<file path="config.mk">
export PLATFORM = sky130hd
export DESIGN_NAME = edd_queue
export DESIGN_NICKNAME = d
export VERILOG_FILES = /design/src/sv/error_diffusion_dither_unit_defines.svh /design/src/sv/edd_pkg.sv /design/src/sv/edd_queue.sv
export SDC_FILE = /design/constraint.sdc
export NUM_CORES = 1
export LEC_CHECK = 0
export ABC_CLOCK_PERIOD_IN_PS = 3300
export BUFFER_PORTS_ARGS = -buffer_cell sky130_fd_sc_hd__buf_2
export CAP_MARGIN = 20
export CORE_MARGIN = 4
export CORE_UTILIZATION = 45
export DETAILED_ROUTE_END_ITERATION = 16
export GPL_ROUTABILITY_DRIVEN = 1
export PLACE_DENSITY = 0.69
export SYNTH_ARGS = -nofsm -noshare
export SYNTH_HDL_FRONTEND = slang
export SYNTH_SLANG_ARGS = --single-unit
</file>
<file path="constraint.sdc">
create_clock -name aclk -period 3.3 [get_ports aclk]
set_input_delay 0.33 -clock aclk [delete_from_list [all_inputs] [get_ports aclk]]
set_output_delay 0.33 -clock aclk [all_outputs]
set_load 0.02 [all_outputs]
</file>
<file path="src/sv/error_diffusion_dither_unit_defines.svh">
// ----------------------------------------------------------------------------
// Assertion macros for the error diffusion dither unit
// Shared concurrent-assertion forms, clocked on aclk and disabled in reset.
// ----------------------------------------------------------------------------
`ifndef ERROR_DIFFUSION_DITHER_UNIT_DEFINES_SVH
`define ERROR_DIFFUSION_DITHER_UNIT_DEFINES_SVH

// Same-cycle implication.
`define EDD_ASSERT_NOW(lbl, ante, cons) \
    lbl: assert property (@(posedge aclk) disable iff (!aresetn) (ante) |-> (cons)) \
        else $error("edd assertion failed");

// Next-cycle implication.
`define EDD_ASSERT_NEXT(lbl, ante, cons) \
    lbl: assert property (@(posedge aclk) disable iff (!aresetn) (ante) |=> (cons)) \
        else $error("edd assertion failed");

`endif

</file>
<file path="src/sv/edd_pkg.sv">
// ----------------------------------------------------------------------------
// edd_pkg
// Constants, types and the kernel tap table of the error diffusion dither.
// ----------------------------------------------------------------------------
package edd_pkg;

    localparam int MAX_WIDTH  = 1024;
    localparam int MAX_HEIGHT = 4096;
    localparam int COL_W      = $clog2(MAX_WIDTH);
    localparam int WID_W      = COL_W + 1;
    localparam int ROW_W      = 12;
    localparam int HGT_W      = 13;
    localparam int MEM_DEPTH  = 3 * MAX_WIDTH;
    localparam int ADDR_W     = $clog2(MEM_DEPTH);
    localparam int ERR_W      = 16;
    localparam int E_W        = 13;
    localparam int TAP_W      = 4;
    localparam int FS_TAPS    = 4;
    localparam int JJN_TAPS   = 12;
    localparam int CFG_IDX_W  = 8;
    localparam int CFG_DATA_W = 16;

    // Register indexes of the configuration channel
    localparam logic [CFG_IDX_W-1:0] CFG_IMAGE_WIDTH  = 8'd0;
    localparam logic [CFG_IDX_W-1:0] CFG_IMAGE_HEIGHT = 8'd1;
    localparam logic [CFG_IDX_W-1:0] CFG_KERNEL_SEL   = 8'd2;
    localparam logic [CFG_IDX_W-1:0] CFG_SERPENTINE   = 8'd3;

    // One classified pixel, front to back
    typedef struct packed {
        logic [7:0]       pixel;
        logic [COL_W-1:0] x;
        logic             rev;
        logic [1:0]       slot;
        logic             jjn;
        logic [WID_W-1:0] width;
        logic             row_end;
        logic             frame_end;
    } edd_item_t;

    // One kernel tap: row below, column offset (forward scan), weight
    typedef struct packed {
        logic [1:0]        row;
        logic signed [2:0] dx;
        logic [2:0]        wgt;
    } edd_tap_t;

    function automatic edd_tap_t edd_tap(input logic jjn, input logic [TAP_W-1:0] k);
        edd_tap_t t;
        t = '{row: 2'd0, dx: 3'sd0, wgt: 3'd0};
        if (!jjn) begin
            case (k)
                4'd0: t = '{row: 2'd0, dx:  3'sd1, wgt: 3'd7};
                4'd1: t = '{row: 2'd1, dx: -3'sd1, wgt: 3'd3};
                4'd2: t = '{row: 2'd1, dx:  3'sd0, wgt: 3'd5};
                4'd3: t = '{row: 2'd1, dx:  3'sd1, wgt: 3'd1};
                default: t = '{row: 2'd0, dx: 3'sd0, wgt: 3'd0};
            endcase
        end else begin
            case (k)
                4'd0:  t = '{row: 2'd0, dx:  3'sd1, wgt: 3'd7};
                4'd1:  t = '{row: 2'd0, dx:  3'sd2, wgt: 3'd5};
                4'd2:  t = '{row: 2'd1, dx: -3'sd2, wgt: 3'd3};
                4'd3:  t = '{row: 2'd1, dx: -3'sd1, wgt: 3'd5};
                4'd4:  t = '{row: 2'd1, dx:  3'sd0, wgt: 3'd7};
                4'd5:  t = '{row: 2'd1, dx:  3'sd1, wgt: 3'd5};
                4'd6:  t = '{row: 2'd1, dx:  3'sd2, wgt: 3'd3};
                4'd7:  t = '{row: 2'd2, dx: -3'sd2, wgt: 3'd1};
                4'd8:  t = '{row: 2'd2, dx: -3'sd1, wgt: 3'd3};
                4'd9:  t = '{row: 2'd2, dx:  3'sd0, wgt: 3'd5};
                4'd10: t = '{row: 2'd2, dx:  3'sd1, wgt: 3'd3};
                4'd11: t = '{row: 2'd2, dx:  3'sd2, wgt: 3'd1};
                default: t = '{row: 2'd0, dx: 3'sd0, wgt: 3'd0};
            endcase
        end
        return t;
    endfunction

endpackage

</file>
<file path="src/sv/edd_queue.sv">
// ----------------------------------------------------------------------------
// edd_queue
// Four-entry queue of classified pixels between front and back.
// ----------------------------------------------------------------------------
module edd_queue import edd_pkg::*; (
    input  logic      aclk,
    input  logic      aresetn,
    input  logic      push,
    input  edd_item_t push_item,
    input  logic      pop,
    output edd_item_t head,
    output logic      full,
    output logic      empty
);

    edd_item_t  mem_reg [4];
    logic [1:0] wp_reg;
    logic [1:0] rp_reg;
    logic [2:0] count_reg;

    assign head  = mem_reg[rp_reg];
    assign full  = count_reg == 3'd4;
    assign empty = count_reg == 3'd0;

    // Store entries
    always_ff @(posedge aclk) begin
        if (push) mem_reg[wp_reg] <= push_item;
    end

    // Advance pointers
    always_ff @(posedge aclk) begin
        if (!aresetn) begin
            wp_reg    <= '0;
            rp_reg    <= '0;
            count_reg <= '0;
        end else begin
            if (push) wp_reg <= wp_reg + 2'd1;
            if (pop)  rp_reg <= rp_reg + 2'd1;
            case ({push, pop})
                2'b10:   count_reg <= count_reg + 3'd1;
                2'b01:   count_reg <= count_reg - 3'd1;
                default: count_reg <= count_reg;
            endcase
        end
    end

endmodule

</file>
# Word level (Yosys, flattened, before mapping)
# Memory sizes are Yosys's and may differ from the RTL's. A register that Yosys moved wholly into a read port is not among the register bits.
# Cells that the tools add are included.
totals:
  register_bits: 7
  mem_bits_rw: 140
  out_inout_bits: 37
  wordCells: 18
  input_bits: 39
  mem_count: 1
op_classes:
  addsub: 4
  reduce_logical: 2
  eq_ne: 3
  mux: 5
memory_table:
  columns: ["name", "words", "width", "read_ports", "rd_ports_with_merged_regs", "write_ports", "line_no", "rtl"]
  rows:
  - ["mem_reg", 4, 35, 1, 1, 1, "edd_queue.sv:16", "edd_item_t mem_reg [4];"]
ops:
  columns: ["operator", "count"]
  rows:
  - ["one-hot mux 3 bit (2 select lines)", 1]
  - ["adder 2 x 1 -> 2 bit, second input constant", 2]
  - ["2-to-1 mux 2 bit", 2]
  - ["adder 3 x 1 -> 3 bit, second input constant", 1]
  - ["== test 3 bit, second input constant", 1]
  - ["logical NOT 3 bit", 1]
  - ["subtractor 3 x 1 -> 3 bit, second input constant", 1]
  - ["== test 2 x 1 -> 1 bit, second input constant", 1]
  - ["== test 2 bit, second input constant", 1]
  - ["2-to-1 mux 1 bit", 2]
  - ["nonzero test 2 bit", 1]

# Logic depth before layout (Yosys ltp)
# Gate-level depths: netlist of the first run.
logic_depth:
  depth_word: 3
  ltp_mapped: 7

# Least setup slack after synthesis of the first run
# Ideal clock, no wire load.
synth_timing:
  path_type: "reg2reg"
  start: "register wp_reg[0]"
  end: "memory mem_reg[2][0] (netlist name) (enable)"
  path_stages_with_launch: 4
  slack_ns: 1.507
  arrival_time_ns: 1.397
  cell_sequence: "dfxtp_1 -> inv_1 -> ha_1 -> and2_1"
synth_rtl:
  columns: ["item", "line_no", "rtl"]
  rows:
  - ["start, declared", "edd_queue.sv:17", "logic [1:0] wp_reg;"]
  - ["start signal, assigned", "edd_queue.sv:37", "if (push) wp_reg <= wp_reg + 2'd1;"]
  - ["end, declared", "edd_queue.sv:16", null]
# No word-level cell before the write port.

==> flow_metrics.env, run 1 <==
export IMPL_n_antenna_cell=0
export IMPL_min_delay_start="push_item[25]"
export IMPL_endpoint_kind="output port"
export IMPL_hold_viol_final=0
export IMPL_syn_inst=229
export IMPL_hpwlAfterDp_mm=5.46
export IMPL_seqCellArea_sq_mm=0.00439
export IMPL_critPathKind="reg -> out"
export IMPL_final_period_utilization_pct=75.4
export IMPL_die_x_um=119
export IMPL_rsz0062_at_grt="false"
export IMPL_setup_viol=0
export IMPL_busiest_layer="met2"
export IMPL_synth_cell_types=22
export IMPL_nFillCells=929
export IMPL_crit_required_ns=2.97
export IMPL_outcome="complete, no violations"
export IMPL_fp_coreArea_sq_mm=0.0121
export IMPL_hp_class="in -> reg"
export IMPL_path_clk_slew_ns=0.05
export IMPL_synth_top_area_share_pct=75.7
export IMPL_place_area_sq_mm=0.00607
export IMPL_worstSkewPairLatency_ns=0.41
export IMPL_multi_input_area_sq_mm=0.00106
export IMPL_fin_nets=361
export IMPL_largest_register_ffs=140
export IMPL_htree_levels=4
export IMPL_crit_path_cell_trace="buf_12 -> mux4_2 -> buf_2"
export IMPL_grt_overflow_total=0
export IMPL_drc=0
export IMPL_die_h_um=119
export IMPL_cts_resized=0
export IMPL_finalSetupTns_ns=0
export IMPL_cts_sinks=149
export IMPL_clock_fmax_mhz=402
export IMPL_critPathLaunchType="register"
export IMPL_io_pins=76
export IMPL_p_leak_nw=2.26
export IMPL_io_buffers=75
export IMPL_grt_met3_usage_pct=5.75
export IMPL_drt_pass1_iter_count=4
export IMPL_arrival_ns=2.16
export IMPL_grt_util_all_layers_pct=14.4
export IMPL_syn_area_sq_mm=0.00555
export IMPL_numCtsBuffers=17
export IMPL_cpMaxStageDelayCell="dfxtp_2"
export IMPL_r2r_slack_ns=1.54
export IMPL_cts_tree="yes"
export IMPL_root_buffer="clkbuf_16"
export IMPL_final_cell_area_sq_mm=0.00660
export IMPL_avgViaCountPerCell=4.98
export IMPL_syn_nets=274
export IMPL_synth_warnings=0
export IMPL_synth_top_area_cell="edfxtp_1"
export IMPL_syn_avg_cell_area_sq_um=24.2
export IMPL_critical_path_max_stage_delay_ns=0.73
export IMPL_drv_cap=0
export IMPL_ys_top_cells_by_area="edfxtp_1 (76%), mux4_2 (12%), dfxtp_1 (3.2%)"
export IMPL_relSlewSlack_pct=33.6
export IMPL_grtUsageMet1_pct=16.7
export IMPL_routed_wl_mm=9.28
export IMPL_fp_dieArea_sq_mm=0.0142
export IMPL_met2_usage_pct=23.8
export IMPL_row_count=40
export IMPL_place_gp_congestion=0.682
export IMPL_clock_path_buffers=2
export IMPL_worstMarginPinSlew_ns=0.996
export IMPL_via_count=2470
export IMPL_fin_ws_ns=0.812
export IMPL_antenna_found_initial=1
export IMPL_drtIter0Drc=137
export IMPL_ys_ff_latch=149
export IMPL_crit_buf_inv=2
export IMPL_grt_first_pass_wirelength_mm=15.0
export IMPL_r2r_start="wp_reg[1]"
export IMPL_drtAntennaViolNets=0
export IMPL_drv_slew=0
export IMPL_skew_ns=0.00492
export IMPL_grt_max_degree=36
export IMPL_post_cts_setup_buffer_count=0
export IMPL_critPathTopFamily="flip-flops"
export IMPL_cts_hold_buf=0
export IMPL_initial_utilization_pct=46.0
export IMPL_min_period_ns=2.49
export IMPL_dp_slack_ns=1.18
export IMPL_area_growth_syn_to_layout_pct=18.8
export IMPL_ys_seq_area_share_pct=79.0
export IMPL_grt_pass1_vias=2829
export IMPL_power_density_mw_per_mm2=656
export IMPL_drive_gt1_share_pct=41.8
export IMPL_ir_worst_vdd_uv=388
export IMPL_critPathMaxFanout=19
export IMPL_wl_per_cell_um=18.7
cell usage after synthesis, drive strengths merged:
library cell and n:
edfxtp 140, mux4 35, and2 10, dfxtp 9, buf 7, inv 6
ha 5, xor2 3, nand2 2, o21ai 2, xnor2 2, a21boi 1
and3 1, clkbuf 1, fa 1, mux2i 1, nor2b 1, nor3 1
or3 1
cells in the final DEF, fill, tap and decap left out, drive strengths merged, types with 2 or more instances in the layout:
master	Yosys	final
dfxtp	9	9
clkbuf	1	18
mux4	35	35
xor2	3	3
and2	10	10
o21ai	2	2
edfxtp	140	140
ha	5	5
nand2	2	2
inv	6	6
clkinvlp	0	2
xnor2	2	2
clkinv	0	10
buf	7	76
final timing paths:
path         cells past startpoint              to
min reg2reg                      2    count_reg[2]
min                              1  mem_reg[1][25]
max reg2reg                      3  mem_reg[1][10]
max                              3         head[3]
area by class of cell:
class | count | share of cell area [%]
clock buffer | 18 | 6.51
clock inverter | 13 | 1.40
inverter | 6 | 0.341
multi-input combinational | 66 | 16.1
sequential | 149 | 66.5
tap | 168 | 3.19
timing repair buffer | 76 | 5.99
report_power, final:
part           internal (mW)  switching (mW)
Sequential              2.17          0.0505
Clock                   1.01           0.676
Combinational          0.184           0.238
worst reg2reg max path: stages (launching register included):
cell and delay, ns:
dfxtp_1 0.34, inv_1 0.09, ha_1 0.13, and2_2 0.79
layer usage:
layer | vias up | share of wire [%]
met5 | - | 0.14
met4 | 2 | 1.8
met3 | 17 | 6.3
met2 | 66 | 51
met1 | 1260 | 40
li1 | 1125 | -
metrics by stage:
| step | util (%) | total power [mW] | instances | hold WS, ns |
|---|---|---|---|---|
| after floorplan | - | 2.54 | 229 | 0.429 |
| after global placement | 50.4 | 2.68 | 465 | 0.491 |
| after detailed placement | 50.4 | 2.70 | 465 | 0.538 |
| after CTS | 54.7 | 4.39 | 496 | 0.112 |
| after global routing | 54.7 | 4.51 | 496 | 0.116 |
| final | 54.7 | 4.33 | 496 | 0.135 |
cell families (layout without fill, tap and decap cells):
kind of cell / count (synthesis) / in the layout / share of synthesized area (%)
simple gates: 16 / 16 / 1.69
buf+inv: 14 / 113 / 2.05
mux: 36 / 36 / 14.7
flops: 149 / 149 / 79.0
fa+ha+maj: 6 / 6 / 1.49
xor+xnor: 5 / 5 / 0.789
compound gates: 3 / 3 / 0.316
No activity file was read; power rests on OpenSTA's default activity.
==> inputs of run 2 (changes only) <==
--- a/config.mk
+++ b/config.mk
@@ -5,7 +5,7 @@
 export SDC_FILE = /design/constraint.sdc
 export NUM_CORES = 1
 export LEC_CHECK = 0
-export ABC_CLOCK_PERIOD_IN_PS = 3300
+export ABC_CLOCK_PERIOD_IN_PS = 2560
 export BUFFER_PORTS_ARGS = -buffer_cell sky130_fd_sc_hd__buf_2
 export CAP_MARGIN = 20
 export CORE_MARGIN = 4
==> constraint.sdc (replaced) <==
create_clock -name aclk -period 2.56 [get_ports aclk]
set_input_delay 0.256 -clock aclk [delete_from_list [all_inputs] [get_ports aclk]]
set_output_delay 0.256 -clock aclk [all_outputs]
set_load 0.02 [all_outputs]
==> run 2 against run 1 <==
Net effect: global-route usage is 0.099 points higher; critical path type unchanged; worst setup slack worse by 0.42 ns; clock-buffer cell count is 4 higher; clock skew is 0.0025 ns higher; non-clock buffer count is 8 higher; design area is 1.0% higher; total power is 29% higher; largest cell class unchanged.
==> flow_metrics.env, run 2 (same netlist as run 1, synthesis figures left out) <==
export IMPL_outcome="complete, no violations"
export IMPL_drtAntennaViolNets=0
export IMPL_final_cells=503
export IMPL_final_cell_mix="edfxtp_1 (140), buf_2 (75), mux4_2 (30), clkbuf_16 (17), dfxtp_1 (7)"
export IMPL_n_antenna_cell=0
export IMPL_root_buffer="clkbuf_16"
export IMPL_setup_viol=0
export IMPL_combPwrFrac_pct=10.6
export IMPL_p_leak_nw=2.30
export IMPL_whs_ns=0.0530
export IMPL_drt_pass1_iter_count=4
export IMPL_r2r_slack_ns=0.95
export IMPL_worstMarginPinSlew_ns=0.440
export IMPL_critPathKind="reg -> out"
export IMPL_row_count=40
export IMPL_hold_viol_final=0
export IMPL_grt_first_pass_wirelength_mm=14.9
export IMPL_place_gp_congestion=0.674
export IMPL_cts_resized=0
export IMPL_path_clk_slew_ns=0.05
export IMPL_place_area_sq_mm=0.00616
export IMPL_endpoint_kind="output port"
export IMPL_numCtsBuffers=17
export IMPL_hold_depth=1
export IMPL_post_cts_setup_buffer_count=0
export IMPL_drtIter0Drc=114
export IMPL_io_pins=76
export IMPL_grt_max_degree=25
export IMPL_crit_path_cell_trace="buf_4 -> mux4_1 -> buf_2"
export IMPL_dp_slack_ns=0.739
export IMPL_critical_path_max_stage_delay_ns=0.61
export IMPL_avgViaCountPerCell=5.01
export IMPL_final_cell_area_sq_mm=0.00667
export IMPL_p_int_mw=4.35
export IMPL_wl_per_cell_um=18.6
export IMPL_crit_required_ns=2.30
export IMPL_ir_worst_vdd_uv=509
export IMPL_relSlewSlack_pct=70.7
export IMPL_worstSkewPairLatency_ns=0.42
export IMPL_area_growth_syn_to_layout_pct=20.0
export IMPL_final_period_utilization_pct=84.6
export IMPL_antenna_found_initial=1
export IMPL_io_buffers=75
export IMPL_p_total_mw=5.57
export IMPL_r2r_start="count_reg[0]"
export IMPL_cts_tree="yes"
export IMPL_clock_fmax_mhz=462
export IMPL_drive_gt1_share_pct=42.4
export IMPL_power_switching_mw=1.22
export IMPL_whs_endpoint="mem_reg[2][29]"
export IMPL_fin_ws_ns=0.394
export IMPL_fp_coreArea_sq_mm=0.0121
export IMPL_routed_wl_mm=9.38
export IMPL_drv_slew=0
export IMPL_hpwlAfterDp_mm=5.73
export IMPL_critPathMaxFanout=22
export IMPL_min_period_ns=2.17
export IMPL_regToRegEndpoint="count_reg[2]"
export IMPL_clock_path_buffers=2
export IMPL_finalSetupTns_ns=0
export IMPL_fp_dieArea_sq_mm=0.0142
export IMPL_cpMaxStageDelayCell="mux4_1"
export IMPL_critPathLaunchType="register"
export IMPL_via_count=2520
export IMPL_final_common_cell="edfxtp_1"
export IMPL_power_density_mw_per_mm2=836
export IMPL_cts_hold_buf=0
export IMPL_initial_utilization_pct=46.0
export IMPL_p_sw_share_pct=21.9
export IMPL_hp_class="in -> reg"
export IMPL_fin_nets=369
export IMPL_ff2ff_path_depth=5
export IMPL_largest_register_ffs=140
export IMPL_rsz0062_at_grt="false"
export IMPL_fin_util_pct=55.3
export IMPL_cts_sinks=149
export IMPL_seqPwrFrac_pct=50.8
export IMPL_min_delay_start="push_item[29]"
export IMPL_dp_cells=473
export IMPL_skew_ns=0.00738
export IMPL_grt_util_all_layers_pct=14.5
export IMPL_drc=0
export IMPL_drv_cap=0
export IMPL_clkPwrFrac_pct=38.5
export IMPL_arrival_ns=1.91
export IMPL_grt_overflow_total=0
export IMPL_htree_levels=4
export IMPL_die_x_um=119
export IMPL_die_h_um=119
export IMPL_grt_pass1_vias=2751
run 2: cell count changes in the layout (fill, tap and decap cells not counted), sizes merged:
cell | previous run | this run
buf | 76 | 84
clkbuf | 18 | 22
clkinv | 10 | 7
clkinvlp | 2 | 0
run 2: power groups by stage:
stage | Combinational (mW) | Sequential, mW | Clock [mW]
after floorplan | 0.410 | 2.87 | 0
after global placement | 0.598 | 2.88 | 0
after detailed placement | 0.608 | 2.88 | 0
after CTS | 0.613 | 2.83 | 2.19
after global routing | 0.646 | 2.84 | 2.32
final | 0.593 | 2.83 | 2.15
run 2: worst max-delay path, delay by kind of cell (launching register included):
family,cells,cell delay [ns]
multiplexers,1,0.61
buffers and inverters,2,0.56
flip-flops,1,0.32
run 2: layout make-up:
class	count	area (sq um)
clock buffer	22	444
clock inverter	8	61.3
fill	942	5400
inverter	6	22.5
multi-input combinational	66	1060
sequential	149	4390
tap	168	210
timing repair buffer	84	480
run 2: worst max path at each step:
stage,startpoint,to,slack (ns),cells after the start
2_1_floorplan,wp_reg[0],mem_reg[2][0],0.77,3
6_report,register,head[18],0.39,3
4_1_cts,register,head[18],0.32,3
5_1_grt,register,head[18],0.26,3
3_5_place_dp,push,count_reg[2],0.74,8
3_3_place_gp,register,head[26],0.79,3
run 2: routing by layer:
metal	up-vias	wire length (um)	share of wire, %	track usage, %
met1	1285	4020	43	17.6
met3	16	657	7.0	6.55
li1	1146	-	-	-
met4	2	135	1.4	5.87
met2	71	4560	49	22.5
met5	-	13	0.14	0
