### src/sv/error_diffusion_dither_unit_defines.svh
// ----------------------------------------------------------------------------
// Assertion macros for the error diffusion dither unit
// Shared concurrent-assertion forms, clocked on aclk and disabled in reset.
// ----------------------------------------------------------------------------
`ifndef ERROR_DIFFUSION_DITHER_UNIT_DEFINES_SVH
`define ERROR_DIFFUSION_DITHER_UNIT_DEFINES_SVH

// Same-cycle implication.
`define EDD_ASSERT_NOW(lbl, ante, cons) \
    lbl: assert property (@(posedge aclk) disable iff (!aresetn) (ante) |-> (cons)) \
        else $error("edd assertion failed");

// Next-cycle implication.
`define EDD_ASSERT_NEXT(lbl, ante, cons) \
    lbl: assert property (@(posedge aclk) disable iff (!aresetn) (ante) |=> (cons)) \
        else $error("edd assertion failed");

`endif

### src/sv/edd_pkg.sv
// ----------------------------------------------------------------------------
// edd_pkg
// Constants, types and the kernel tap table of the error diffusion dither.
// ----------------------------------------------------------------------------
package edd_pkg;

    localparam int MAX_WIDTH  = 1024;
    localparam int MAX_HEIGHT = 4096;
    localparam int COL_W      = $clog2(MAX_WIDTH);
    localparam int WID_W      = COL_W + 1;
    localparam int ROW_W      = 12;
    localparam int HGT_W      = 13;
    localparam int MEM_DEPTH  = 3 * MAX_WIDTH;
    localparam int ADDR_W     = $clog2(MEM_DEPTH);
    localparam int ERR_W      = 16;
    localparam int E_W        = 13;
    localparam int TAP_W      = 4;
    localparam int FS_TAPS    = 4;
    localparam int JJN_TAPS   = 12;
    localparam int CFG_IDX_W  = 8;
    localparam int CFG_DATA_W = 16;

    // Register indexes of the configuration channel
    localparam logic [CFG_IDX_W-1:0] CFG_IMAGE_WIDTH  = 8'd0;
    localparam logic [CFG_IDX_W-1:0] CFG_IMAGE_HEIGHT = 8'd1;
    localparam logic [CFG_IDX_W-1:0] CFG_KERNEL_SEL   = 8'd2;
    localparam logic [CFG_IDX_W-1:0] CFG_SERPENTINE   = 8'd3;

    // One classified pixel, front to back
    typedef struct packed {
        logic [7:0]       pixel;
        logic [COL_W-1:0] x;
        logic             rev;
        logic [1:0]       slot;
        logic             jjn;
        logic [WID_W-1:0] width;
        logic             row_end;
        logic             frame_end;
    } edd_item_t;

    // One kernel tap: row below, column offset (forward scan), weight
    typedef struct packed {
        logic [1:0]        row;
        logic signed [2:0] dx;
        logic [2:0]        wgt;
    } edd_tap_t;

    function automatic edd_tap_t edd_tap(input logic jjn, input logic [TAP_W-1:0] k);
        edd_tap_t t;
        t = '{row: 2'd0, dx: 3'sd0, wgt: 3'd0};
        if (!jjn) begin
            case (k)
                4'd0: t = '{row: 2'd0, dx:  3'sd1, wgt: 3'd7};
                4'd1: t = '{row: 2'd1, dx: -3'sd1, wgt: 3'd3};
                4'd2: t = '{row: 2'd1, dx:  3'sd0, wgt: 3'd5};
                4'd3: t = '{row: 2'd1, dx:  3'sd1, wgt: 3'd1};
                default: t = '{row: 2'd0, dx: 3'sd0, wgt: 3'd0};
            endcase
        end else begin
            case (k)
                4'd0:  t = '{row: 2'd0, dx:  3'sd1, wgt: 3'd7};
                4'd1:  t = '{row: 2'd0, dx:  3'sd2, wgt: 3'd5};
                4'd2:  t = '{row: 2'd1, dx: -3'sd2, wgt: 3'd3};
                4'd3:  t = '{row: 2'd1, dx: -3'sd1, wgt: 3'd5};
                4'd4:  t = '{row: 2'd1, dx:  3'sd0, wgt: 3'd7};
                4'd5:  t = '{row: 2'd1, dx:  3'sd1, wgt: 3'd5};
                4'd6:  t = '{row: 2'd1, dx:  3'sd2, wgt: 3'd3};
                4'd7:  t = '{row: 2'd2, dx: -3'sd2, wgt: 3'd1};
                4'd8:  t = '{row: 2'd2, dx: -3'sd1, wgt: 3'd3};
                4'd9:  t = '{row: 2'd2, dx:  3'sd0, wgt: 3'd5};
                4'd10: t = '{row: 2'd2, dx:  3'sd1, wgt: 3'd3};
                4'd11: t = '{row: 2'd2, dx:  3'sd2, wgt: 3'd1};
                default: t = '{row: 2'd0, dx: 3'sd0, wgt: 3'd0};
            endcase
        end
        return t;
    endfunction

endpackage

### src/sv/edd_front.sv
// ----------------------------------------------------------------------------
// edd_front
// Configuration registers and scan tracking; classifies each accepted pixel.
// ----------------------------------------------------------------------------
module edd_front import edd_pkg::*; (
    input  logic                  aclk,
    input  logic                  aresetn,
    input  logic                  cfg_valid,
    input  logic [CFG_IDX_W-1:0]  cfg_index,
    input  logic [CFG_DATA_W-1:0] cfg_data,
    input  logic                  accept,
    input  logic [7:0]            pixel,
    output edd_item_t             item
);

    logic [WID_W-1:0] width_reg;
    logic [HGT_W-1:0] height_reg;
    logic             kernel_reg;
    logic             serp_reg;
    logic [COL_W-1:0] col_reg;
    logic [ROW_W-1:0] row_reg;
    logic [1:0]       slot_reg;

    logic [WID_W-1:0] w_eff;
    logic [HGT_W-1:0] h_eff;
    logic [COL_W-1:0] col_eff;
    logic             rev;
    logic [WID_W-1:0] x_wide;
    logic             row_end;
    logic             frame_end;

    // Clamp the geometry registers into range
    always_comb begin
        w_eff = width_reg;
        if (width_reg == '0) w_eff = WID_W'(1);
        else if (width_reg > WID_W'(MAX_WIDTH)) w_eff = WID_W'(MAX_WIDTH);
        h_eff = height_reg;
        if (height_reg == '0) h_eff = HGT_W'(1);
        else if (height_reg > HGT_W'(MAX_HEIGHT)) h_eff = HGT_W'(MAX_HEIGHT);
    end

    // Locate the pixel within the row
    always_comb begin
        col_eff = col_reg;
        if ({1'b0, col_reg} >= w_eff) col_eff = COL_W'(w_eff - WID_W'(1));
        rev       = serp_reg & row_reg[0];
        x_wide    = w_eff - WID_W'(1) - {1'b0, col_eff};
        row_end   = ({1'b0, col_eff} + WID_W'(1)) >= w_eff;
        frame_end = row_end && (({1'b0, row_reg} + HGT_W'(1)) >= h_eff);
    end

    always_comb begin
        item.pixel     = pixel;
        item.x         = rev ? x_wide[COL_W-1:0] : col_eff;
        item.rev       = rev;
        item.slot      = slot_reg;
        item.jjn       = kernel_reg;
        item.width     = w_eff;
        item.row_end   = row_end;
        item.frame_end = frame_end;
    end

    // Hold configuration and advance the scan position
    always_ff @(posedge aclk) begin
        if (!aresetn) begin
            width_reg  <= WID_W'(1024);
            height_reg <= HGT_W'(480);
            kernel_reg <= 1'b0;
            serp_reg   <= 1'b0;
            col_reg    <= '0;
            row_reg    <= '0;
            slot_reg   <= '0;
        end else begin
            if (cfg_valid) begin
                case (cfg_index)
                    CFG_IMAGE_WIDTH:  width_reg  <= cfg_data[WID_W-1:0];
                    CFG_IMAGE_HEIGHT: height_reg <= cfg_data[HGT_W-1:0];
                    CFG_KERNEL_SEL:   kernel_reg <= cfg_data[0];
                    CFG_SERPENTINE:   serp_reg   <= cfg_data[0];
                    default: ;
                endcase
            end
            if (accept) begin
                if (frame_end) begin
                    col_reg  <= '0;
                    row_reg  <= '0;
                    slot_reg <= '0;
                end else if (row_end) begin
                    col_reg  <= '0;
                    row_reg  <= row_reg + ROW_W'(1);
                    slot_reg <= (slot_reg == 2'd2) ? 2'd0 : slot_reg + 2'd1;
                end else begin
                    col_reg  <= col_eff + COL_W'(1);
                end
            end
        end
    end

endmodule

### config.mk
export PLATFORM = sky130hd
export DESIGN_NAME = edd_front
export DESIGN_NICKNAME = d
export VERILOG_FILES = /design/src/sv/error_diffusion_dither_unit_defines.svh /design/src/sv/edd_pkg.sv /design/src/sv/edd_front.sv
export SDC_FILE = /design/constraint.sdc
export NUM_CORES = 1
export LEC_CHECK = 0
export BUFFER_PORTS_ARGS = -buffer_cell sky130_fd_sc_hd__buf_2
export CAP_MARGIN = 20
export CORE_MARGIN = 1
export CORE_UTILIZATION = 58
export DETAILED_ROUTE_END_ITERATION = 16
export MAX_ROUTING_LAYER = met4
export PLACE_DENSITY = 0.82
export SLEW_MARGIN = 10
export SYNTH_ARGS = -nofsm -noshare
export SYNTH_HDL_FRONTEND = slang
export SYNTH_SLANG_ARGS = --single-unit
### constraint.sdc
create_clock -name aclk -period 5.6 [get_ports aclk]
set_input_delay 0.28 -clock aclk [delete_from_list [all_inputs] [get_ports aclk]]
set_output_delay 0.28 -clock aclk [all_outputs]
set_load 0.02 [all_outputs]
After elaboration in Yosys (flattened, before gate mapping)
Cells that the tools add are included.
- register bits: 50
- input bits: 36
- logic and storage cells: 47
- bitwise logic cells: 1
- eq/ne operators: 4
- multiplexer cells: 13
- reductions and logical operators: 10
- $add $sub $neg: 7
- $lt $le $gt $ge: 5
- operators with widths (cell ; number):
    two-way mux 10 bit ; 4
    two-way mux 13 bit ; 2
    two-way mux 12 bit ; 2
    two-way mux 11 bit ; 2
    equality test 8 x 2 -> 1 bit (second input constant) ; 2
    adder 12 x 1 -> 13 bit (second input constant) ; 1
    >= comparator 13 bit ; 1
    > comparator 13 bit (second input constant) ; 1
    logical NOT 13 bit ; 1
    adder 12 x 1 -> 12 bit (second input constant) ; 1
    adder 10 x 1 -> 11 bit (second input constant) ; 1
    >= comparator 10 x 11 -> 1 bit ; 1
    >= comparator 11 bit ; 1
    > comparator 11 bit (second input constant) ; 1
    logical NOT 11 bit ; 1
    adder 10 x 1 -> 10 bit (second input constant) ; 1
    AND reduction 2 bit ; 5
    subtractor 10 x 1 -> 10 bit (second input constant) ; 1
    subtractor 10 bit ; 1
    equality test 8 x 1 -> 1 bit (second input constant) ; 1
    logical NOT 8 bit ; 1
    two-way mux 2 bit ; 3
    adder 2 x 1 -> 2 bit (second input constant) ; 1
    equality test 2 bit (second input constant) ; 1
    other kinds (3) ; 3

Longest topological paths before layout
Gate-level depths: netlist (run 1).
- word-level depth: 10
- depth in mapped cells: 28

Worst setup path before layout (run 1)
Ideal clock, no wire load.
- kind: register to register
- from: reg width_reg[3]
- to: reg row_reg[9]
- cell stages (with the launch flop): 28
- library setup time: 0.116 ns
- setup slack: 0.268 ns
- arrival: 5.216 ns
- clock period less this slack: 5.332 ns
- path through: dfxtp_1 clkbuf_1 nor4_1 a31oi_1 nor2_1 ha_1 nand2b_1 a31oi_1 o211ai_1 a21o_1 buf_2 buf_2 a21oi_1 ha_1 nand3b_1 xor2_1 ha_1 o21ai_0 nand2b_1 a21oi_1 nor2b_1 nor2b_1 a311oi_1 buf_2 nand4b_1 buf_2 nor4_1 a31o_2
- RTL lines (what ; line ; RTL):
    from (decl) ; edd_front.sv:16 ; logic [WID_W-1:0] width_reg;
    from (signal assigned) ; edd_front.sv:76 ; CFG_IMAGE_WIDTH: width_reg <= cfg_data[WID_W-1:0];
    to (signal assigned) ; edd_front.sv:90 ; row_reg <= row_reg + ROW_W'(1);
    to (decl) ; edd_front.sv:21 ; logic [ROW_W-1:0] row_reg;

==> impl_metrics.csv, run 1 <==
group,metric,value,unit
status,status,"complete, no violations",
floorplan,rows,30,
clock_network,cts_tree,"built",
worst_setup_path,max_stage_delay,0.42,ns
worst_setup_path,crit_fanout,6,
yosys,synth_edf_count,0,
grt,antenna_found_initial,0,
floorplan,dieArea,7580,um2
route,drt-initial-drc-count,208,
clock_network,cts_root_buf,"clkbuf_8",
layout,n_antenna_cell,0,
timing,fin_crit,5.30,ns
timing,clock_skew,0.0162,ns
yosys,synthArstFlopShare,0,
floorplan,die_h,87.1,um
yosys,syn_area_per_cell,8.00,um2
clock_network,clkLatencyLatePin,0.31,ns
power,leakagePower,2.07,nW
timing,fin_crit_sh,0.947,
layout,largest_reg_flops,13,
grt,grt_pass1_wl,17300,um
placed_design,place_area,4490,um2
clock_network,cts_buffers,5,
layout,final_cell_mix,"51 x nand2_1, 51 x buf_2, 50 x dfxtp_1",
layout,nNetsFinal,644,
worst_setup_path,path_class,"register to output port",
worst_setup_path,end_kind,"output port",
route,wire_per_inst,15.9,um
worst_hold_path,hold_start,"cfg_data[11]",
placed_design,numPortBuffers,51,
clock_network,htreeDepth,2,
yosys,syn_area,4200,um2
timing,final-hold-violation-count,0,
floorplan,die_w,87.1,um
floorplan,coreArea,6910,um2
grt,overflow,0,
timing,worstMarginPinSlew,1.05,ns
grt,track_usage,0.299,
grt,grt_max_degree,37,
grt,grt_pass1_vias,3827,
route,drc,0,
timing,slew_viol_final,0,
clock_network,holdBufCountCts,0,
worst_setup_path,worstReg2RegStart,"width_reg[6]",
yosys,ys_types,59,
power,worst_ir_drop_vdd,0.136,mV
layout,final_core_util,0.670,
yosys,synth_ff_type,"dfxtp_1",
worst_setup_path,startpoint,"width_reg[6]",
layout,syn_to_final_growth,10.3,%
timing,slew_headroom,0.295,
worst_setup_path,arrival,5.02,ns
yosys,ys_ff_latch,50,
yosys,netlist_instances,525,
timing,holdWs,0.197,ns
clock_network,clock-sinks,50,
power,power.total,0.629,mW
power,p_per_area,136,nW/um2
timing,setup_viol,0,
floorplan,start_util,0.608,
worst_setup_path,crit_required,5.32,ns
yosys,syn_nets,606,
floorplan,io-pin-count,71,
placed_design,dpl.hpwl,8220,um
clock_network,cts_buffer_depth,2,
route,ant_nets,0,
layout,drive_gt1_frac,0.177,
worst_hold_path,min_path_type,"primary input to register",
clock_network,clk_pin_slew_worst_paths,0.10,ns
layout,final_area,4630,um2
route,num_vias,3951,
timing,timing.fmax,189,MHz
route,viasPerCell,5.99,
route,dr.pass1.iters,5,
route,routed_wl,10500,um
yosys,yosys_warnings,0,
yosys,yosysSeqAreaShare,0.238,
worst_setup_path,path_cells,"nor4_4 > a31oi_1 > nor2_2 > ha_1 > nand2b_1 > a31oi_1 > o211ai_1 > a21o_1 > buf_4 > mux2i_1 > ha_1 > nand2_1 > a211oi_1 > a311oi_1 > o311ai_1 > a21oi_1 > nor3b_1 > xnor2_1 > buf_2",
worst_setup_path,cpMaxStageDelayCell,"o311ai_1",
job,drv_cap,0,
worst_setup_path,worstSetupStartpointType,"register",
placed_design,globalplace.congestion,0.919,
==> layout make-up <==
cell class                      instances  area, um2
Clock inverter                          3       18.8
Clock buffer                            5       68.8
Sequential cell                        50       1000
Fill cell                             606       2280
Inverter                               26       97.6
Tap cell                               96        120
Timing Repair Buffer                   65        360
Multi-Input combinational cell        415       2960
==> synthesized netlist by cell type (4+ instances only) <==
library cell | number | area (um2)
nor3b_1 | 4 | 30.0
nand3_1 | 18 | 90.1
nor4_1 | 11 | 68.8
o22ai_1 | 4 | 25.0
xnor2_1 | 18 | 158
o21ai_0 | 19 | 95.1
ha_1 | 45 | 563
nand2_1 | 51 | 191
and3_1 | 4 | 25.0
inv_1 | 25 | 93.8
nand2b_1 | 12 | 75.1
nor2b_1 | 10 | 62.6
a31oi_1 | 6 | 37.5
or2_2 | 5 | 31.3
buf_4 | 12 | 90.1
buf_2 | 6 | 30.0
nand4_1 | 6 | 37.5
dfxtp_1 | 50 | 1000
nor2_1 | 46 | 173
xor2_1 | 10 | 87.6
and2_1 | 4 | 25.0
a31o_2 | 6 | 52.6
a21oi_1 | 33 | 165
clkbuf_1 | 13 | 48.8
a21o_1 | 14 | 105
mux2i_1 | 36 | 360
a211oi_1 | 7 | 52.6
==> per-stage QoR <==
step	TNS, ns	worst slack (ns)	instances
6_report	0	0.299	660
5_1_grt	-0.188	-0.0805	660
4_1_cts	0	0.0948	658
3_5_place_dp	0	0.149	650
3_3_place_gp	0	0.296	650
2_1_floorplan	0	0.268	525
==> final timing paths <==
check,end,slack [ns],depth (start not counted)
max reg2reg,slot_reg[1],0.36,26
max,item[26],0.30,19
min reg2reg,row_reg[11],0.49,2
min,height_reg[11],0.20,3
==> routing by layer <==
layer / track usage / up-vias / part of all wire
li1: - / 1946 / -
met1: 0.363 / 1847 / 0.44
met2: 0.510 / 136 / 0.48
met3: 0.0483 / 22 / 0.061
met4: 0.0833 / 0 / 0.013
met5: - / - / 0
==> report_power, final <==
part / leakage (nW) / internal, mW / switching, mW
clock: 0.0483 / 0.0882 / 0.126
combinational: 1.62 / 0.0237 / 0.0328
sequential: 0.403 / 0.357 / 0.00227
total: 2.07 / 0.469 / 0.161
==> critical path: cells and delay by family (launching register included) <==
family          cells  cell delay, ns
fa+ha+maj           2            0.53
simple gates        5            1.08
mux                 1            0.35
flops               1            0.39
xor+xnor            1            0.15
compound gates      8            1.84
buf+inv             2            0.37
==> cells by family (layout without fill, tap and decap cells) <==
kind of cell | Yosys count | after routing | synth area share
AOI/OAI and AO/OA | 110 | 110 | 0.167
xor gates and xnor gates | 28 | 28 | 0.0584
adders and majority gates | 45 | 45 | 0.134
buffers and inverters | 60 | 99 | 0.0662
DFF | 50 | 50 | 0.238
muxes | 38 | 38 | 0.0939
and+or+nand+nor | 194 | 194 | 0.242
==> what timing repair did <==
item,CTS,global route
resized for setup,0,7
setup buffers,0,2
endpoints found under the setup margin,0,25
Note: power is estimated with default switching activity, not from simulation.
==> run 2: changes to the inputs <==
--- a/config.mk
+++ b/config.mk
@@ -11,7 +11,7 @@
 export CORE_UTILIZATION = 58
 export DETAILED_ROUTE_END_ITERATION = 16
 export MAX_ROUTING_LAYER = met4
-export PLACE_DENSITY = 0.82
+export PLACE_DENSITY = 0.92
 export SLEW_MARGIN = 10
 export SYNTH_ARGS = -nofsm -noshare
 export SYNTH_HDL_FRONTEND = slang
==> impl_metrics.csv, run 2 (synthesis gave the netlist of run 1 again) <==
group,metric,value,unit
status,status,"complete, no violations",
clock_network,clock-sinks,50,
worst_setup_path,end_kind,"output port",
clock_network,cts_tree,"built",
timing,worstMarginPinSlew,0.846,ns
timing,setup_ws,0.267,ns
layout,final_core_util,0.678,
layout,final_cell_mix,"51 x nand2_1, 51 x buf_2, 50 x dfxtp_1",
placed_design,dp_slack,-0.226,ns
timing,fin_crit_sh,0.952,
power,leakagePower,2.07,nW
layout,largest_reg_flops,13,
timing,final-hold-violation-count,0,
power,p_per_area,132,nW/um2
layout,final_area,4680,um2
placed_design,place_inst,649,
worst_setup_path,worstSetupStartpointType,"register",
worst_setup_path,critical_path_buf_inv_count,3,
layout,n_antenna_cell,0,
clock_network,cts_buffers,5,
floorplan,die_h,87.1,um
floorplan,die_w,87.1,um
floorplan,dieArea,7580,um2
grt,grt_max_degree,31,
clock_network,clk_pin_slew_worst_paths,0.09,ns
floorplan,io-pin-count,71,
job,drv_cap,0,
placed_design,numPortBuffers,51,
worst_setup_path,path_cells,"inv_1 > nand2_1 > ha_1 > nand4_1 > o211ai_1 > a21o_4 > nor2_1 > a21oi_2 > ha_2 > nand3b_1 > xor2_2 > ha_1 > o21ai_0 > nand2b_1 > a21oi_1 > nor2b_1 > nor2b_1 > a311oi_2 > buf_4 > nor2_1 > buf_2",
worst_setup_path,cpMaxStageDelayCell,"o211ai_1",
grt,grt_pass1_vias,3997,
layout,multiInputGateArea,2990,um2
route,viasPerCell,6.13,
timing,clock_skew,0.00929,ns
clock_network,cts_buffer_depth,2,
layout,fillCellCount,569,
grt,overflow,0,
clock_network,clkLatencyLatePin,0.31,ns
power,power.total,0.618,mW
clock_network,holdBufCountCts,0,
floorplan,start_util,0.608,
placed_design,place_area,4480,um2
timing,fin_crit,5.33,ns
worst_hold_path,min_path_type,"primary input to register",
route,ant_nets,0,
worst_setup_path,crit_required,5.32,ns
route,drt-initial-drc-count,310,
grt,antenna_found_initial,0,
layout,seq_area,1000,um2
layout,syn_to_final_growth,11.4,%
route,num_vias,4058,
layout,fin_cells,662,
route,routed_wl,10800,um
grt,grt_pass1_wl,17800,um
layout,nNetsFinal,647,
placed_design,globalplace.congestion,0.960,
route,dr.pass1.iters,6,
floorplan,rows,30,
timing,setup_viol,0,
timing,slew_headroom,0.434,
worst_setup_path,crit_fanout,15,
timing,tns,0,ns
timing,timing.fmax,188,MHz
power,worst_ir_drop_vdd,0.134,mV
route,wire_per_inst,16.2,um
grt,track_usage,0.305,
clock_network,cts_root_buf,"clkbuf_8",
worst_setup_path,path_class,"register to output port",
worst_setup_path,arrival,5.05,ns
layout,drive_gt1_frac,0.187,
floorplan,coreArea,6910,um2
timing,holdWs,0.201,ns
timing,slew_viol_final,0,
worst_setup_path,max_stage_delay,0.42,ns
worst_setup_path,cp_top_family,"compound AO/OA/AOI/OAI gates",
placed_design,dpl.hpwl,8310,um
clock_network,htreeDepth,2,
route,drc,0,
-- run 2: where the power goes --
part	switching (mW)	leakage, nW	internal (mW)
logic	0.0328	1.63	0.0236
clock network	0.118	0.0362	0.0854
registers	0.00233	0.403	0.357
total	0.153	2.07	0.466
-- run 2: path summary, 6_finish.rpt --
kind / from / end / slack [ns] / cells past startpoint
max: width_reg[10] / item[0] / 0.27 / 21
min: cfg_data[5] / height_reg[5] / 0.20 / 3
max reg2reg: width_reg[10] / row_reg[2] / 0.31 / 22
min reg2reg: slot_reg[0] / slot_reg[0] / 0.48 / 2
-- run 2: layout make-up --
type / count / share of cell area
inverter: 26 / 0.0209
sequential: 50 / 0.214
timing repair buffer: 68 / 0.0818
multi-input combinational: 415 / 0.640
clock buffer: 5 / 0.0147
clock inverter: 2 / 0.00321
tap: 96 / 0.0257
-- run 2: metal layers --
| layer | track usage | routed length [um] |
|---|---|---|
| met1 | 0.320 | 4200 |
| met2 | 0.543 | 5420 |
| met3 | 0.0483 | 674 |
| met4 | 0.174 | 454 |
| met5 | - | 0 |
-- run 2: repair_timing --
action	in CTS	in global routing
gates cloned	0	0
setup endpoints to repair	21	29
resized for setup	4	9
buffers inserted	2	3
pin swaps	0	4
-- run 2: worst register-to-register path, cell delays in order, from the launching register on --
cell and delay [ns]:
dfxtp_1 0.33, inv_1 0.36, nand2_1 0.27, ha_1 0.40, nand4_1 0.10, o211ai_1 0.42, a21o_4 0.31, nor2_1 0.08
a21oi_2 0.18, ha_2 0.29, nand3b_1 0.14, xor2_2 0.19, ha_1 0.34, o21ai_0 0.09, nand2b_1 0.07, a21oi_1 0.18
nor2b_1 0.09, nor2b_1 0.14, a311oi_2 0.32, buf_4 0.18, nand2b_1 0.46, a21oi_1 0.10, o22ai_1 0.19
==> run 3: changes to the inputs <==
--- a/config.mk
+++ b/config.mk
@@ -7,7 +7,7 @@
 export LEC_CHECK = 0
 export BUFFER_PORTS_ARGS = -buffer_cell sky130_fd_sc_hd__buf_2
 export CAP_MARGIN = 20
-export CORE_MARGIN = 1
+export CORE_MARGIN = 8
 export CORE_UTILIZATION = 58
 export DETAILED_ROUTE_END_ITERATION = 16
 export MAX_ROUTING_LAYER = met4
==> impl_metrics.csv, run 3 (synthesis gave the netlist of run 1 again) <==
group,metric,value,unit
layout,multiInputGateArea,2980,um2
timing,tns,0,ns
layout,syn_to_final_growth,9.77,%
timing,slew_viol_final,0,
layout,fillCellCount,599,
worst_hold_path,hold_end,"height_reg[12]",
worst_setup_path,arrival,5.01,ns
worst_setup_path,rr_worst_depth,23,
floorplan,start_util,0.588,
layout,final_area,4610,um2
route,drt-initial-drc-count,277,
worst_setup_path,worstSetupStartpointType,"register",
worst_hold_path,hold_start,"cfg_data[12]",
layout,n_antenna_cell,0,
status,status,"complete, no violations",
layout,final_core_util,0.646,
grt,grt_pass1_wl,18000,um
clock_network,htreeDepth,2,
grt,track_usage,0.222,
timing,fin_crit_sh,0.945,
route,drc,0,
placed_design,dpl.hpwl,8830,um
grt,antenna_found_initial,0,
route,routed_wl,11200,um
worst_hold_path,min_path_cells,3,
clock_network,cts_root_buf,"clkbuf_8",
worst_setup_path,crit_fanout,11,
job,drv_cap,0,
power,worst_ir_drop_vdd,0.174,mV
timing,clock_skew,0.0133,ns
placed_design,globalplace.congestion,0.916,
layout,largest_reg_flops,13,
placed_design,dp_slack,0.199,ns
route,num_vias,4046,
layout,seq_area,1000,um2
grt,overflow,0,
power,p_per_area,145,nW/um2
floorplan,coreArea,7140,um2
layout,nNetsFinal,637,
placed_design,place_area,4450,um2
clock_network,clock-sinks,50,
floorplan,die_w,101,um
timing,setup_ws,0.308,ns
timing,final-hold-violation-count,0,
worst_setup_path,crit_required,5.32,ns
floorplan,die_h,101,um
clock_network,cts_tree,"built",
placed_design,numPortBuffers,51,
floorplan,rows,31,
worst_setup_path,startpoint,"width_reg[6]",
clock_network,cts_buffer_depth,2,
timing,holdWs,0.204,ns
timing,fin_crit,5.29,ns
route,dr.pass1.iters,5,
route,viasPerCell,6.17,
worst_setup_path,end_kind,"output port",
timing,worstMarginPinSlew,1.06,ns
grt,grt_pass1_vias,3969,
worst_setup_path,reg2reg_to,"slot_reg[1]",
timing,timing.fmax,189,MHz
grt,grt_max_degree,29,
layout,final_cell_mix,"51 x nand2_1, 51 x buf_2, 50 x dfxtp_1",
timing,slew_headroom,0.293,
power,leakagePower,2.05,nW
worst_setup_path,path_class,"register to output port",
floorplan,dieArea,10200,um2
worst_setup_path,r2r_setup_slack,0.37,ns
clock_network,holdBufCountCts,0,
clock_network,clkLatencyLatePin,0.31,ns
clock_network,cts_buffers,5,
floorplan,io-pin-count,71,
worst_setup_path,worstReg2RegStart,"width_reg[6]",
layout,drive_gt1_frac,0.167,
route,ant_nets,0,
worst_hold_path,min_path_type,"primary input to register",
route,wire_per_inst,17.1,um
clock_network,clk_pin_slew_worst_paths,0.10,ns
timing,setup_viol,0,
-- run 3: timing repair --
action                                  in CTS  in global routing
setup buffers                                0                  0
endpoints found under the setup margin       0                 24
gates resized for setup                      0                 10
-- run 3: per-layer routing --
| layer | global-route usage | up-vias | share of wire |
|---|---|---|---|
| met5 | - | - | 0 |
| met4 | 0.0939 | 0 | 0.030 |
| met3 | 0.0290 | 32 | 0.048 |
| met2 | 0.404 | 147 | 0.53 |
| met1 | 0.234 | 1933 | 0.39 |
| li1 | - | 1934 | - |
-- run 3: report_power, final --
group | switching [mW] | internal, mW
clock | 0.120 | 0.133
sequential | 0.00209 | 0.357
combinational | 0.0323 | 0.0219
-- run 3: how the worst max path moves through the flow --
stage / cells past startpoint / end / slack (ns)
finish: 21 / item[0] / 0.31
global route: 21 / item[0] / -0.02
CTS: 20 / item[0] / 0.12
detailed placement: 20 / row_reg[3] / 0.20
global placement: 20 / row_reg[3] / 0.33
floorplan: 27 / row_reg[9] / 0.27
-- run 3: per-stage QoR --
step | power, mW | cells
after floorplan | 0.407 | 525
after global placement | 0.417 | 647
after detailed placement | 0.420 | 647
after CTS | 0.667 | 655
after global routing | 0.691 | 656
final | 0.667 | 656
-- run 3: cell type report --
| cell class | count | share of cell area |
|---|---|---|
| Timing Repair Buffer | 57 | 0.0651 |
| Clock inverter | 2 | 0.00814 |
| Inverter | 26 | 0.0212 |
| Sequential cell | 50 | 0.217 |
| Multi-Input combinational cell | 416 | 0.646 |
| Tap cell | 99 | 0.0269 |
| Clock buffer | 6 | 0.0157 |
-- run 3: critical path, cell delays in order (launching register included) --
cell      delay [ns]
dfxtp_1         0.39
nor4_4          0.41
a31oi_1         0.13
nor2_1          0.24
ha_1            0.18
nand2b_1        0.10
a31oi_1         0.08
o211ai_1        0.43
a21o_2          0.27
buf_4           0.22
mux2i_2         0.34
nand2b_1        0.19
nor3_2          0.05
xnor2_1         0.28
ha_1            0.30
a21oi_1         0.15
nor2b_1         0.07
nor2b_1         0.13
a311oi_1        0.26
buf_4           0.23
nor2_1          0.07
buf_2           0.17
